--- src/jfg_pkg.sv ---
// jfg_pkg: shared types, constants and fixed-point helper functions of the
// jakes fading generator. Depends on nothing; every module but jfg_checker imports it.
package jfg_pkg;

    localparam int BASE_W = 44;
    localparam int SUM_W  = 48;
    localparam int GAIN_W = 18;
    localparam int FD_W   = 24;
    localparam int TIME_W = 32;
    localparam int TYPE_W = 2;
    localparam int OUT_DEPTH = 2;

    localparam logic [63:0] Q30_ONE     = 64'd1073741824;
    localparam logic [63:0] HALF_PI_Q30 = 64'd1686629713;
    localparam logic signed [31:0] SQRT2_Q30 = 32'sd1518500250;
    localparam logic signed [63:0] GAIN_MAX = 64'sd131071;
    localparam logic signed [63:0] GAIN_MIN = -64'sd131072;
    localparam logic signed [GAIN_W-1:0] GAIN_ONE = 18'sd4096;

    // model variants
    localparam logic [TYPE_W-1:0] TYPE_ZERO = 2'd0;
    localparam logic [TYPE_W-1:0] TYPE_ONE  = 2'd1;
    localparam logic [TYPE_W-1:0] TYPE_TWO  = 2'd2;
    localparam logic [TYPE_W-1:0] TYPE_THREE = 2'd3;

    // configuration register indexes
    localparam logic CFG_DOPPLER = 1'b0;
    localparam logic CFG_TYPE    = 1'b1;

    typedef struct packed {
        logic                    valid;
        logic signed [SUM_W-1:0] si;
        logic signed [SUM_W-1:0] sq;
    } sum_t;

    // cosine of r/2^30 quarter cycles, Q16 result in [0, 65536]
    function automatic logic signed [63:0] cos_quarter(input logic [63:0] r);
        logic [63:0] x;
        logic [63:0] x2;
        logic [63:0] acc;
        logic signed [63:0] c;
        x   = (r * HALF_PI_Q30) >> 30;
        x2  = (x * x) >> 30;
        acc = Q30_ONE - x2 / 64'd132;
        acc = Q30_ONE - ((x2 * acc) >> 30) / 64'd90;
        acc = Q30_ONE - ((x2 * acc) >> 30) / 64'd56;
        acc = Q30_ONE - ((x2 * acc) >> 30) / 64'd30;
        acc = Q30_ONE - ((x2 * acc) >> 30) / 64'd12;
        c   = $signed(Q30_ONE) - $signed(((x2 * acc) >> 30) / 64'd2);
        if (c < 0)
            c = 0;
        return (c + 64'sd8192) >>> 14;
    endfunction

    // cosine of a Q0.32 cycle fraction
    function automatic logic signed [63:0] cos_cycle(input logic [31:0] p);
        logic [63:0] r;
        logic signed [63:0] v;
        r = {34'd0, p[29:0]};
        case (p[31:30])
            2'd0:    v = cos_quarter(r);
            2'd1:    v = -cos_quarter(Q30_ONE - r);
            2'd2:    v = -cos_quarter(r);
            default: v = cos_quarter(Q30_ONE - r);
        endcase
        return v;
    endfunction

    // nearest table entry of a phase, wrapped to the table size
    function automatic logic [63:0] tab_index(input logic [31:0] p, input logic [63:0] d);
        logic [63:0] j;
        j = ({32'd0, p} * d + 64'h8000_0000) >> 32;
        if (j >= d)
            j = 64'd0;
        return j;
    endfunction

    // integer square root
    function automatic logic [63:0] isqrt64(input logic [63:0] v);
        logic [63:0] rem;
        logic [63:0] res;
        logic [63:0] b;
        rem = v;
        res = 64'd0;
        b   = 64'd1 << 62;
        for (int i = 0; i < 32; i++) begin
            if (rem >= res + b) begin
                rem = rem - (res + b);
                res = (res >> 1) + b;
            end else begin
                res = res >> 1;
            end
            b = b >> 2;
        end
        return res;
    endfunction

    // arithmetic right shift, rounding half away from zero
    function automatic logic signed [63:0] rnd_shift(input logic signed [63:0] v,
                                                     input int s);
        logic signed [63:0] half;
        half = 64'sd1 <<< (s - 1);
        if (v >= 0)
            return (v + half) >>> s;
        return -((-v + half) >>> s);
    endfunction

endpackage

--- src/jfg_front.sv ---
// jfg_front: input request acceptance, time-by-doppler product and a two
// entry queue toward the oscillator engine. Depends on jfg_pkg.
module jfg_front (
    input  logic                        clk,
    input  logic                        rst_n,
    input  logic                        in_valid,
    output logic                        in_ready,
    input  logic [jfg_pkg::TIME_W-1:0]  sample_time,
    input  logic [jfg_pkg::FD_W-1:0]    doppler_freq,
    output logic                        q_valid,
    output logic [jfg_pkg::BASE_W-1:0]  q_base,
    input  logic                        q_ready
);
    import jfg_pkg::*;

    logic [BASE_W-1:0] slot_reg [2];
    logic              wr_ptr_reg, wr_ptr_next;
    logic              rd_ptr_reg, rd_ptr_next;
    logic [1:0]        cnt_reg, cnt_next;
    logic [FD_W+TIME_W-1:0] prod;
    logic              push;
    logic              pop;

    // doppler times time; only the low bits matter for the phase
    assign prod = {{TIME_W{1'b0}}, doppler_freq} * {{FD_W{1'b0}}, sample_time};

    assign in_ready = (cnt_reg != 2'd2);
    assign push     = in_valid && in_ready;
    assign q_valid  = (cnt_reg != 2'd0);
    assign pop      = q_valid && q_ready;
    assign q_base   = slot_reg[rd_ptr_reg];

    // queue pointers
    always_comb
    begin
        wr_ptr_next = push ? ~wr_ptr_reg : wr_ptr_reg;
        rd_ptr_next = pop ? ~rd_ptr_reg : rd_ptr_reg;
        cnt_next    = cnt_reg + {1'b0, push} - {1'b0, pop};
    end

    always_ff @(posedge clk or negedge rst_n)
    begin
        if (!rst_n)
        begin
            wr_ptr_reg <= 1'b0;
            rd_ptr_reg <= 1'b0;
            cnt_reg    <= 2'd0;
        end
        else
        begin
            wr_ptr_reg <= wr_ptr_next;
            rd_ptr_reg <= rd_ptr_next;
            cnt_reg    <= cnt_next;
        end
    end

    // queue storage
    always_ff @(posedge clk)
    begin
        if (push)
            slot_reg[wr_ptr_reg] <= prod[BASE_W-1:0];
    end

endmodule

--- config.mk ---
export PLATFORM = sky130hd
export DESIGN_NAME = jfg_front
export DESIGN_NICKNAME = d
export VERILOG_FILES = /design/src/jfg_pkg.sv /design/src/jfg_front.sv
export SDC_FILE = /design/constraint.sdc
export NUM_CORES = 2
export LEC_CHECK = 0
export BUFFER_PORTS_ARGS = -buffer_cell sky130_fd_sc_hd__buf_4
export CORE_ASPECT_RATIO = 1.25
export CORE_UTILIZATION = 50
export CTS_CLUSTER_SIZE = 12
export DETAILED_ROUTE_END_ITERATION = 12
export PLACE_DENSITY = 0.78
export SYNTH_ARGS = -nofsm -noshare
export SYNTH_HDL_FRONTEND = slang
export SYNTH_SLANG_ARGS = --single-unit
--- constraint.sdc ---
create_clock -name clk -period 3.3 [get_ports clk]
set_input_delay 0.99 -clock clk [delete_from_list [all_inputs] [get_ports clk]]
set_output_delay 0.99 -clock clk [all_outputs]
set_load 0.005 [all_outputs]
==> run_results.csv <==
group,metric,value,unit
worst_setup_path,r2r-end,"cnt_reg[1]",
sta,tightestPinTransition,628,ps
cts,postCtsHoldBufs,0,
sta,layout_min_cycle_time,7040,ps
finish,fin_nets,3654,
hold_path,hold_path_class,"in -> async",
synth,syn_area,24800,um^2
synth,yosys.area.top_type,"fa_1",
worst_setup_path,rr_worst_depth,7,
routing,drc,0,
worst_setup_path,max_stage_delay,600,ps
synth,yosys-top-cells-area,"fa_1, edfxtp_1, inv_1",
sta,finalClockSkew,3.40,ps
routing,avgViaCountPerCell,5.31,
floorplanning,fp.dieH,251,um
finish,layout_common_cells,"inv_1, fa_1, nand2_1, and2_1, buf_4",
worst_setup_path,r2r-start,"cnt_reg[1]",
worst_setup_path,cp-start-kind,"primary input",
routing,first_iter_violations,1042,
finish,seq_area,2740,um^2
synth,synth_cells,2595,
worst_setup_path,worst_path_dominant_cell_family,"adder cells",
sta,finalCritPeriodShare,213,%
routing,routedWlPerCell,19.2,um
cts,clock_latency,340,ps
sta,setup_slack,-3740,ps
place,hpwl,56200,um
status,outcome,"finished, violations left",
finish,finalNonFillerCells,3524,
place,dp_cells,3458,
finish,final_common_cell,"inv_1",
floorplanning,coreArea,48600,um^2
sta,slew_viol_final,0,
synth,synthArstFlopShare,4.35,%
synth,synth_top_area_share,48.0,%
global_route,overflow,0,
synth,avgSynthCellArea,9.57,um^2
finish,multiInputGateArea,20200,um^2
worst_setup_path,critical_path.slowest_cell,"fa_1",
worst_setup_path,worstPathArrival,7140,ps
sta,fmax,142,MHz
floorplanning,die_area,50600,um^2
floorplanning,fp-row-count,90,
cts,htree_levels,3,
routing,ant_nets,0,
finish,syn_to_final_growth,21.8,%
routing,first_pass_iters,5,
place,io_buffer_count,105,
floorplanning,num_io_pins,106,
cts,cts_buffer_depth,2,
worst_setup_path,cp-end-kind,"register",
sta,setup_viol,78,
synth,yosysWarningCount,0,
sta,relSlewSlack,58.1,%
synth,seq_area_frac_synth,11.0,%
routing,num_vias,18700,
worst_setup_path,rrSetupSlack,1520,ps
global_route,grt_pass1_wl,108000,um
finish,largest_reg_flops,88,
finish,num-fill-cells,3792,
finish,drive_gt1_share,23.9,%
worst_setup_path,crit_path_max_fanout,13,
global_route,grt.total_usage,27.6,%
sta,hold_viol_final,0,
place,gp_congestion,0.928,
synth,synth_edf_count,88,
synth,synth_cell_type_count,46,
cts,clockRootBuffer,"clkbuf_16",
cts,cts_buffers,9,
worst_setup_path,cp.required,3410,ps
sta,rsz0062_at_grt,"true",
cts,cts.sinks,92,
cts,clkTransAtPathRegs,70,ps
global_route,grt_max_degree,45,
status,violations,"setup timing",
global_route,grt_pass1_vias,21600,
floorplanning,die_w,201,um
worst_setup_path,path_buf_inv,9,
worst_setup_path,critPathKind,"in -> reg",
worst_setup_path,worst_path_most_repeated_cell,"fa_1",
global_route,antenna_found_initial,1,
synth,ys_ff_latch,92,
routing,wl,67700,um
synth,ys.flop_type,"edfxtp_1",
floorplanning,initial_utilization,51.0,%
cts,cts_tree,"done",
synth,syn-num-nets,3375,
run,maxCapViolations,0,
Yosys cell counts, types with 5 or more instances:
cell type,n
ha_1,125
a21oi_1,36
inv_1,647
and2_1,346
nor2_1,20
o21ai_0,9
fa_1,595
nor3_1,9
xnor2_1,47
edfxtp_1,88
o21ai_1,6
xor2_1,16
a211oi_1,11
o21a_1,8
nand2_1,383
a21o_1,17
nand3_1,5
mux2_2,44
clkbuf_1,130
repair_timing:
item,CTS,global route
pin swaps,39,68
endpoints found under the hold margin,0,0
setup buffers,21,25
gates cloned,1,4
setup endpoints to repair,80,80
resized for setup,135,149
worst register-to-register path, cell delays in order (launching register included):
cell	delay, ps
dfrtp_1	400
or2_2	310
and2_1	190
ha_1	270
inv_1	40
ha_1	180
xnor2_1	190
xnor2_1	140
routing by layer:
metal  vias to the layer above  GRT usage, %  wire length (um)
li1                       8047             -                 -
met1                      9671          27.2             21700
met2                       676          53.4             37400
met3                       309          2.85              2660
met4                         0          19.9              5950
met5                         -             0                 0
metrics by stage:
stage / setup TNS [ps] / worst slack, ps / utilization [%] / hold slack (ps) / instance area (um^2)
finish: -233810 / -3740 / 62.2 / 426 / 30300
floorplan: -217410 / -3550 / - / 460 / 25800
global route: -244850 / -3910 / 62.2 / 411 / 30300
detailed placement: -265940 / -4180 / 58.3 / 493 / 28300
CTS: -228010 / -3610 / 60.4 / 418 / 29400
global placement: -261000 / -4110 / 58.3 / 476 / 28300
worst max path at each step:
| stage | from | end | cells after the start |
|---|---|---|---|
| after detailed placement | doppler_freq[3] | slot_reg[1][43] | 24 |
| after global routing | doppler_freq[0] | slot_reg[0][38] | 27 |
| final | doppler_freq[0] | slot_reg[1][38] | 27 |
| after floorplan | sample_time[8] | slot_reg[0][37] | 23 |
| after global placement | doppler_freq[3] | slot_reg[0][42] | 25 |
| after CTS | doppler_freq[0] | slot_reg[0][35] | 23 |
cell type report:
class / instances / area share (%)
repair buffers: 401 / 12.4
inverters: 647 / 8.03
clock buffers: 10 / 0.757
multi-input cells: 1723 / 66.8
well taps: 644 / 2.66
clock inverters: 6 / 0.261
flip-flops and latches: 92 / 9.07
diodes: 1 / 0.00827
logic make-up after synthesis:
group,Yosys count,share of synthesized area (%)
muxes,45,2.04
adders and majority gates,720,54.3
xor gates and xnor gates,63,2.22
DFF,92,11.0
AOI/OAI and AO/OA,115,3.09
and+or+nand+nor,780,15.5
buffers and inverters,780,11.8
Power is not shown: default switching activity piles up to over one toggle a cycle in this logic, so the estimate is an artifact.
