==> src/jfg_pkg.sv <==
// jfg_pkg: shared types, constants and fixed-point helper functions of the
// jakes fading generator. Depends on nothing; every module but jfg_checker imports it.
package jfg_pkg;

    localparam int BASE_W = 44;
    localparam int SUM_W  = 48;
    localparam int GAIN_W = 18;
    localparam int FD_W   = 24;
    localparam int TIME_W = 32;
    localparam int TYPE_W = 2;
    localparam int OUT_DEPTH = 2;

    localparam logic [63:0] Q30_ONE     = 64'd1073741824;
    localparam logic [63:0] HALF_PI_Q30 = 64'd1686629713;
    localparam logic signed [31:0] SQRT2_Q30 = 32'sd1518500250;
    localparam logic signed [63:0] GAIN_MAX = 64'sd131071;
    localparam logic signed [63:0] GAIN_MIN = -64'sd131072;
    localparam logic signed [GAIN_W-1:0] GAIN_ONE = 18'sd4096;

    // model variants
    localparam logic [TYPE_W-1:0] TYPE_ZERO = 2'd0;
    localparam logic [TYPE_W-1:0] TYPE_ONE  = 2'd1;
    localparam logic [TYPE_W-1:0] TYPE_TWO  = 2'd2;
    localparam logic [TYPE_W-1:0] TYPE_THREE = 2'd3;

    // configuration register indexes
    localparam logic CFG_DOPPLER = 1'b0;
    localparam logic CFG_TYPE    = 1'b1;

    typedef struct packed {
        logic                    valid;
        logic signed [SUM_W-1:0] si;
        logic signed [SUM_W-1:0] sq;
    } sum_t;

    // cosine of r/2^30 quarter cycles, Q16 result in [0, 65536]
    function automatic logic signed [63:0] cos_quarter(input logic [63:0] r);
        logic [63:0] x;
        logic [63:0] x2;
        logic [63:0] acc;
        logic signed [63:0] c;
        x   = (r * HALF_PI_Q30) >> 30;
        x2  = (x * x) >> 30;
        acc = Q30_ONE - x2 / 64'd132;
        acc = Q30_ONE - ((x2 * acc) >> 30) / 64'd90;
        acc = Q30_ONE - ((x2 * acc) >> 30) / 64'd56;
        acc = Q30_ONE - ((x2 * acc) >> 30) / 64'd30;
        acc = Q30_ONE - ((x2 * acc) >> 30) / 64'd12;
        c   = $signed(Q30_ONE) - $signed(((x2 * acc) >> 30) / 64'd2);
        if (c < 0)
            c = 0;
        return (c + 64'sd8192) >>> 14;
    endfunction

    // cosine of a Q0.32 cycle fraction
    function automatic logic signed [63:0] cos_cycle(input logic [31:0] p);
        logic [63:0] r;
        logic signed [63:0] v;
        r = {34'd0, p[29:0]};
        case (p[31:30])
            2'd0:    v = cos_quarter(r);
            2'd1:    v = -cos_quarter(Q30_ONE - r);
            2'd2:    v = -cos_quarter(r);
            default: v = cos_quarter(Q30_ONE - r);
        endcase
        return v;
    endfunction

    // nearest table entry of a phase, wrapped to the table size
    function automatic logic [63:0] tab_index(input logic [31:0] p, input logic [63:0] d);
        logic [63:0] j;
        j = ({32'd0, p} * d + 64'h8000_0000) >> 32;
        if (j >= d)
            j = 64'd0;
        return j;
    endfunction

    // integer square root
    function automatic logic [63:0] isqrt64(input logic [63:0] v);
        logic [63:0] rem;
        logic [63:0] res;
        logic [63:0] b;
        rem = v;
        res = 64'd0;
        b   = 64'd1 << 62;
        for (int i = 0; i < 32; i++) begin
            if (rem >= res + b) begin
                rem = rem - (res + b);
                res = (res >> 1) + b;
            end else begin
                res = res >> 1;
            end
            b = b >> 2;
        end
        return res;
    endfunction

    // arithmetic right shift, rounding half away from zero
    function automatic logic signed [63:0] rnd_shift(input logic signed [63:0] v,
                                                     input int s);
        logic signed [63:0] half;
        half = 64'sd1 <<< (s - 1);
        if (v >= 0)
            return (v + half) >>> s;
        return -((-v + half) >>> s);
    endfunction

endpackage

==> src/jfg_norm.sv <==
// jfg_norm: branch normalisation, rounding, saturation and the result queue
// toward the output port. Depends on jfg_pkg.
module jfg_norm #(
    parameter int NUM_OSC = 32
) (
    input  logic                              clk,
    input  logic                              rst_n,
    input  logic [jfg_pkg::TYPE_W-1:0]        model_type,
    input  logic                              fd_zero,
    input  jfg_pkg::sum_t                     sum_i,
    output logic                              credit_ret,
    output logic                              out_valid,
    input  logic                              out_ready,
    output logic signed [jfg_pkg::GAIN_W-1:0] fade_inphase,
    output logic signed [jfg_pkg::GAIN_W-1:0] fade_quadrature
);
    import jfg_pkg::*;

    localparam logic [63:0] G_A = isqrt64((64'd1 << 60) / 64'(2 * NUM_OSC));
    localparam logic [63:0] G_B = isqrt64((64'd1 << 60) / 64'(2 * NUM_OSC + 2));
    localparam logic [63:0] G_C = isqrt64((64'd1 << 60) / 64'(2 * NUM_OSC + 1));

    logic [TYPE_W-1:0] kind;
    logic [29:0]       gi;
    logic [29:0]       gq;

    assign kind = (model_type == TYPE_ZERO) ? TYPE_ONE : model_type;

    // normaliser per branch
    always_comb
    begin
        case (kind)
            TYPE_ONE:
            begin
                gi = G_A[29:0];
                gq = G_B[29:0];
            end
            TYPE_TWO:
            begin
                gi = G_B[29:0];
                gq = G_A[29:0];
            end
            default:
            begin
                gi = G_C[29:0];
                gq = G_C[29:0];
            end
        endcase
    end

    // stage 1: round the sums to Q24
    logic               n1_v_reg;
    logic signed [33:0] n1_i_reg;
    logic signed [33:0] n1_q_reg;
    logic [29:0]        n1_gi_reg;
    logic [29:0]        n1_gq_reg;

    // stage 2: scale
    logic               n2_v_reg;
    logic signed [63:0] n2_i_reg;
    logic signed [63:0] n2_q_reg;

    always_ff @(posedge clk or negedge rst_n)
    begin
        if (!rst_n)
        begin
            n1_v_reg <= 1'b0;
            n2_v_reg <= 1'b0;
        end
        else
        begin
            n1_v_reg <= sum_i.valid;
            n2_v_reg <= n1_v_reg;
        end
    end

    always_ff @(posedge clk)
    begin
        n1_i_reg  <= 34'(rnd_shift(64'(sum_i.si), 8));
        n1_q_reg  <= 34'(rnd_shift(64'(sum_i.sq), 8));
        n1_gi_reg <= gi;
        n1_gq_reg <= gq;
        n2_i_reg  <= 64'(n1_i_reg) * $signed({34'd0, n1_gi_reg});
        n2_q_reg  <= 64'(n1_q_reg) * $signed({34'd0, n1_gq_reg});
    end

    // stage 3: round to Q5.12 and saturate
    logic signed [63:0]       ri;
    logic signed [63:0]       rq;
    logic signed [GAIN_W-1:0] vi;
    logic signed [GAIN_W-1:0] vq;

    always_comb
    begin
        ri = rnd_shift(n2_i_reg, 42);
        rq = rnd_shift(n2_q_reg, 42);
        if (ri > GAIN_MAX)
            vi = GAIN_W'(GAIN_MAX);
        else if (ri < GAIN_MIN)
            vi = GAIN_W'(GAIN_MIN);
        else
            vi = GAIN_W'(ri);
        if (rq > GAIN_MAX)
            vq = GAIN_W'(GAIN_MAX);
        else if (rq < GAIN_MIN)
            vq = GAIN_W'(GAIN_MIN);
        else
            vq = GAIN_W'(rq);
        if (fd_zero)
        begin
            vi = GAIN_ONE;
            vq = '0;
        end
    end

    // result queue
    logic signed [GAIN_W-1:0] qi_reg [OUT_DEPTH];
    logic signed [GAIN_W-1:0] qq_reg [OUT_DEPTH];
    logic                     wr_ptr_reg, wr_ptr_next;
    logic                     rd_ptr_reg, rd_ptr_next;
    logic [1:0]               cnt_reg, cnt_next;
    logic                     pop;

    assign out_valid       = (cnt_reg != 2'd0);
    assign pop             = out_valid && out_ready;
    assign credit_ret      = pop;
    assign fade_inphase    = qi_reg[rd_ptr_reg];
    assign fade_quadrature = qq_reg[rd_ptr_reg];

    always_comb
    begin
        wr_ptr_next = n2_v_reg ? ~wr_ptr_reg : wr_ptr_reg;
        rd_ptr_next = pop ? ~rd_ptr_reg : rd_ptr_reg;
        cnt_next    = cnt_reg + {1'b0, n2_v_reg} - {1'b0, pop};
    end

    always_ff @(posedge clk or negedge rst_n)
    begin
        if (!rst_n)
        begin
            wr_ptr_reg <= 1'b0;
            rd_ptr_reg <= 1'b0;
            cnt_reg    <= 2'd0;
        end
        else
        begin
            wr_ptr_reg <= wr_ptr_next;
            rd_ptr_reg <= rd_ptr_next;
            cnt_reg    <= cnt_next;
        end
    end

    always_ff @(posedge clk)
    begin
        if (n2_v_reg)
        begin
            qi_reg[wr_ptr_reg] <= vi;
            qq_reg[wr_ptr_reg] <= vq;
        end
    end

endmodule

==> config.mk <==
export PLATFORM = sky130hd
export DESIGN_NAME = jfg_norm
export DESIGN_NICKNAME = d
export VERILOG_FILES = /design/src/jfg_pkg.sv /design/src/jfg_norm.sv
export SDC_FILE = /design/constraint.sdc
export NUM_CORES = 2
export LEC_CHECK = 0
export BUFFER_PORTS_ARGS = -buffer_cell sky130_fd_sc_hd__buf_2
export CAP_MARGIN = 20
export CORE_ASPECT_RATIO = 1.25
export CORE_MARGIN = 5
export CORE_UTILIZATION = 35
export CTS_CLUSTER_SIZE = 24
export DETAILED_ROUTE_END_ITERATION = 12
export PLACE_DENSITY_LB_ADDON = 0.08
export SYNTH_ARGS = -nofsm -noshare
export SYNTH_HDL_FRONTEND = slang
export SYNTH_SLANG_ARGS = --single-unit
==> constraint.sdc <==
create_clock -name clk -period 7.5 [get_ports clk]
set_input_delay 1.125 -clock clk [delete_from_list [all_inputs] [get_ports clk]]
set_output_delay 1.125 -clock clk [all_outputs]
set_load 0.03 [all_outputs]
==> impl.org <==
** Detailed routing
- Initial detailed-routing violation count :: 2469
- Wire segments on met2 add up to 84900 um in the final route.
- Total routed wirelength :: 183000 um
- Drt drc :: 0
- Uppermost layer routed :: met4
- Summed over all nets, wire length on met3 after detailed routing comes to 6710 um.
- DR vias :: 45515
- The first TritonRoute pass finished after 6 iterations.
- In the final routed layout, each cell accounts on average for 19.6 um.
- Post-route ant nets :: 0
- For this block, wires on met1 add up to 89000 um.
- Vias per std cell :: 4.86

** Synth
- The number of nets handed over by synthesis was 8230.
- The Yosys step of the flow raised 0 warnings.
- Post-synth EDFFs :: 72
- Number of different library cells in the post-synthesis netlist :: 98
- Synthesis produced a netlist whose cell count is 6342.
- Prevailing post-synth register cell :: sky130_fd_sc_hd__dfxtp_1
- After synthesis the netlist holds a flip-flop and latch count of 275.
- Fraction of registers with async set/reset :: 0.0218
- Mean instance size in the synthesized netlist :: 9.37 sq um
- Of the synthesized area, sequential elements account for 0.105.
- The cell area that synthesis handed to floorplanning was 0.0594 sq mm.

** Final layout
- Most common library cell in the layout ignoring fill and taps :: sky130_fd_sc_hd__inv_1
- The finished cells cover 0.0710 sq mm.
- Relative to the synthesized area, the layout overhead comes to 19.4%.
- For this run, the share of the core covered by cells in the final layout is 0.419.
- Of the cells placed in the final design, the portion with a size suffix greater than 1 is 0.189.
- In the layout the commonest cells are 1227 x sky130_fd_sc_hd__inv_1, 994 x sky130_fd_sc_hd__fa_1, 773 x sky130_fd_sc_hd__buf_4.
- Final nets :: 8994

** Clock tree
- CTS Root Buffer Type :: sky130_fd_sc_hd__clkbuf_16
- Clock latency on the worst-skew pair, taken at its later pin, is 0.62 ns.
- The tree built by TritonCTS fans out to 275 sinks.
- After clock tree synthesis, the clock-pin slew on the worst setup and hold paths is 0.06 ns.
- TritonCTS clock tree :: yes
- The number of clock buffers added by TritonCTS is 37.
- Buffers inserted to repair hold after CTS numbered 0.
- Number of levels the H-tree was split into :: 2
- Buffers from clock root to sink, at most :: 3

** Timing
- Worst-Margin Slew :: 1.08 ns
- Top achievable clock speed :: 0.133 GHz
- Headroom to the max-slew limit came out at 0.281.
- Of the available clock period, the critical path in the final layout requires 1.00.
- Setup slack on the critical path of the routed design comes to -0.00882 ns.
- Setup violations remaining at the end of the flow were counted as 2.
- The worst path in the final design needs a cycle of 7.51 ns, including I/O delays and setup.
- Total Negative Setup Slacks :: -0.0129 ns
- Final setup skew :: 0.0335 ns
- The max-slew violation count is 0.
- Setup repair after global routing could not meet its margin everywhere.
- The count of endpoints failing hold in the final timing report came to 0.

** Floorplan
- For this configuration, the core starts out at a cell density of 0.351.
- In this run the core area contains 169 standard-cell rows.
- Die outline height :: 471 um
- The region available for standard cell placement spans 0.169 sq mm.
- The die covers 0.178 sq mm.
- I/O pin count :: 141
- The die is 379 um wide.

** Critical path
- Critical-path top delay cell :: sky130_fd_sc_hd__dfxtp_1
- The worst register-to-register path begins at n1_i_reg[0]$_DFF_P_.
- Together, buffers and inverters on the worst path number 5.
- Path depth of the worst reg2reg path :: 29
- In this run the worst path has a maximum fanout of 6.
- The worst register-to-register path ends at n2_i_reg[47]$_DFF_P_.
- CP Data Arrival Time :: 8.03 ns
- Worst setup slack for register-to-register paths :: -0.009 ns
- Broken down by cell family, the worst path's largest delay share belongs to adder cells.
- The critical path is of the reg -> reg type.
- STA classifies the critical path endpoint as a flip-flop.
- Data required time of the worst path :: 8.03 ns
- Delay contributed by the slowest stage of the critical path :: 0.68 ns
- The worst setup path is launched from a flip-flop.
- Counting stages on the worst path, the most repeated cell is sky130_fd_sc_hd__ha_1.

** GRT
- Antenna violations before repair :: 4
- Vias in the first global route :: 47689
- Entering global routing, the biggest net connects 65 pins.
- Global-route wire length before repair :: 281000 um
- Global routing finished with a remaining overflow of 0.
- All-layer global routing usage :: 0.203

** Status
- The checks that failed: negative setup slack.
- Result of the run :: finished, violations left

** Run
- Max-Cap Viols :: 0

** Placed design
- DP Area :: 0.0683 sq mm
- Buffers on Ports :: 130
- The congestion estimate from routability-driven global placement came to 0.870.
- Setup slack at placement :: -0.325 ns
- Detailed placer's ending HPWL :: 161000 um

** Worst hold path
- Tightest Hold Check Type :: in -> async
synth_stat cells (all sizes together) (148+ instances only):
master  count  share of area
o21ai     210          0.018
fa       1019           0.34
nor2      222          0.014
xnor2     309          0.046
inv      1249          0.079
xor2      148          0.022
dfxtp     197          0.066
clkbuf    199          0.013
a21oi     280          0.024
ha        766           0.16
and2      209          0.022
nand2     372          0.024
how the worst max path moves through the flow:
stage / endpoint / slack, ns / cells after the start / from
4_1_cts: n2_i_reg[47]$_DFF_P_ / -0.05 / 28 / n1_gi_reg[26]$_SDFF_PP1_
6_report: n2_i_reg[47]$_DFF_P_ / -0.009 / 29 / n1_i_reg[0]$_DFF_P_
2_1_floorplan: n2_i_reg[57]$_DFF_P_ / 0.02 / 28 / n1_gi_reg[26]$_SDFF_PP1_
3_5_place_dp: n2_i_reg[57]$_DFF_P_ / -0.33 / 30 / n1_gi_reg[26]$_SDFF_PP1_
5_1_grt: n2_i_reg[47]$_DFF_P_ / -0.30 / 26 / n1_gi_reg[26]$_SDFF_PP1_
3_3_place_gp: n2_i_reg[57]$_DFF_P_ / -0.39 / 27 / n1_gi_reg[26]$_SDFF_PP1_
cell type report:
cell class | instances | area [sq um]
Timing Repair Buffer | 948 | 7300
Inverter | 1254 | 4720
Clock inverter | 14 | 153
Tap cell | 2223 | 2780
Antenna cell | 1 | 2.50
Clock buffer | 51 | 1070
Fill cell | 16949 | 98400
Sequential cell | 275 | 6280
Multi-Input combinational cell | 4590 | 48700
timing repair:
action | CTS | global route
setup endpoints to repair | 22 | 30
gates resized for setup | 62 | 204
pin swaps | 15 | 59
cloned | 0 | 8
setup buffers | 1 | 14
worst reg2reg max path: cells and delay by family (launching register included):
kind                       cells  cell delay, ns
adders and majority gates      9            3.20
xor gates and xnor gates       1            0.15
and+or+nand+nor                3            0.56
buffers and inverters          5            0.44
AOI/OAI and AO/OA             11            2.39
DFF                            1            0.68
routing by layer:
metal,track usage,vias to the layer above
met5,0,-
met4,0.0258,0
met3,0.0192,101
met2,0.328,753
met1,0.304,22636
li1,-,22025
through the flow:
step	hold WS, ns	instances
after global placement	0.345	9268
final	0.336	9356
after global routing	0.306	9356
after floorplan	0.331	6342
after CTS	0.287	9334
after detailed placement	0.341	9268
logic make-up after synthesis:
kind of cell               after synthesis  share of synthesized area
buffers and inverters                 1477                     0.0939
AOI/OAI and AO/OA                      944                      0.101
DFF                                    275                      0.105
adders and majority gates             1785                      0.504
and+or+nand+nor                       1344                      0.117
muxes                                   60                     0.0109
xor gates and xnor gates               457                     0.0673
Power is not shown: default switching activity piles up to over one toggle a cycle in this logic, so the estimate is an artifact.
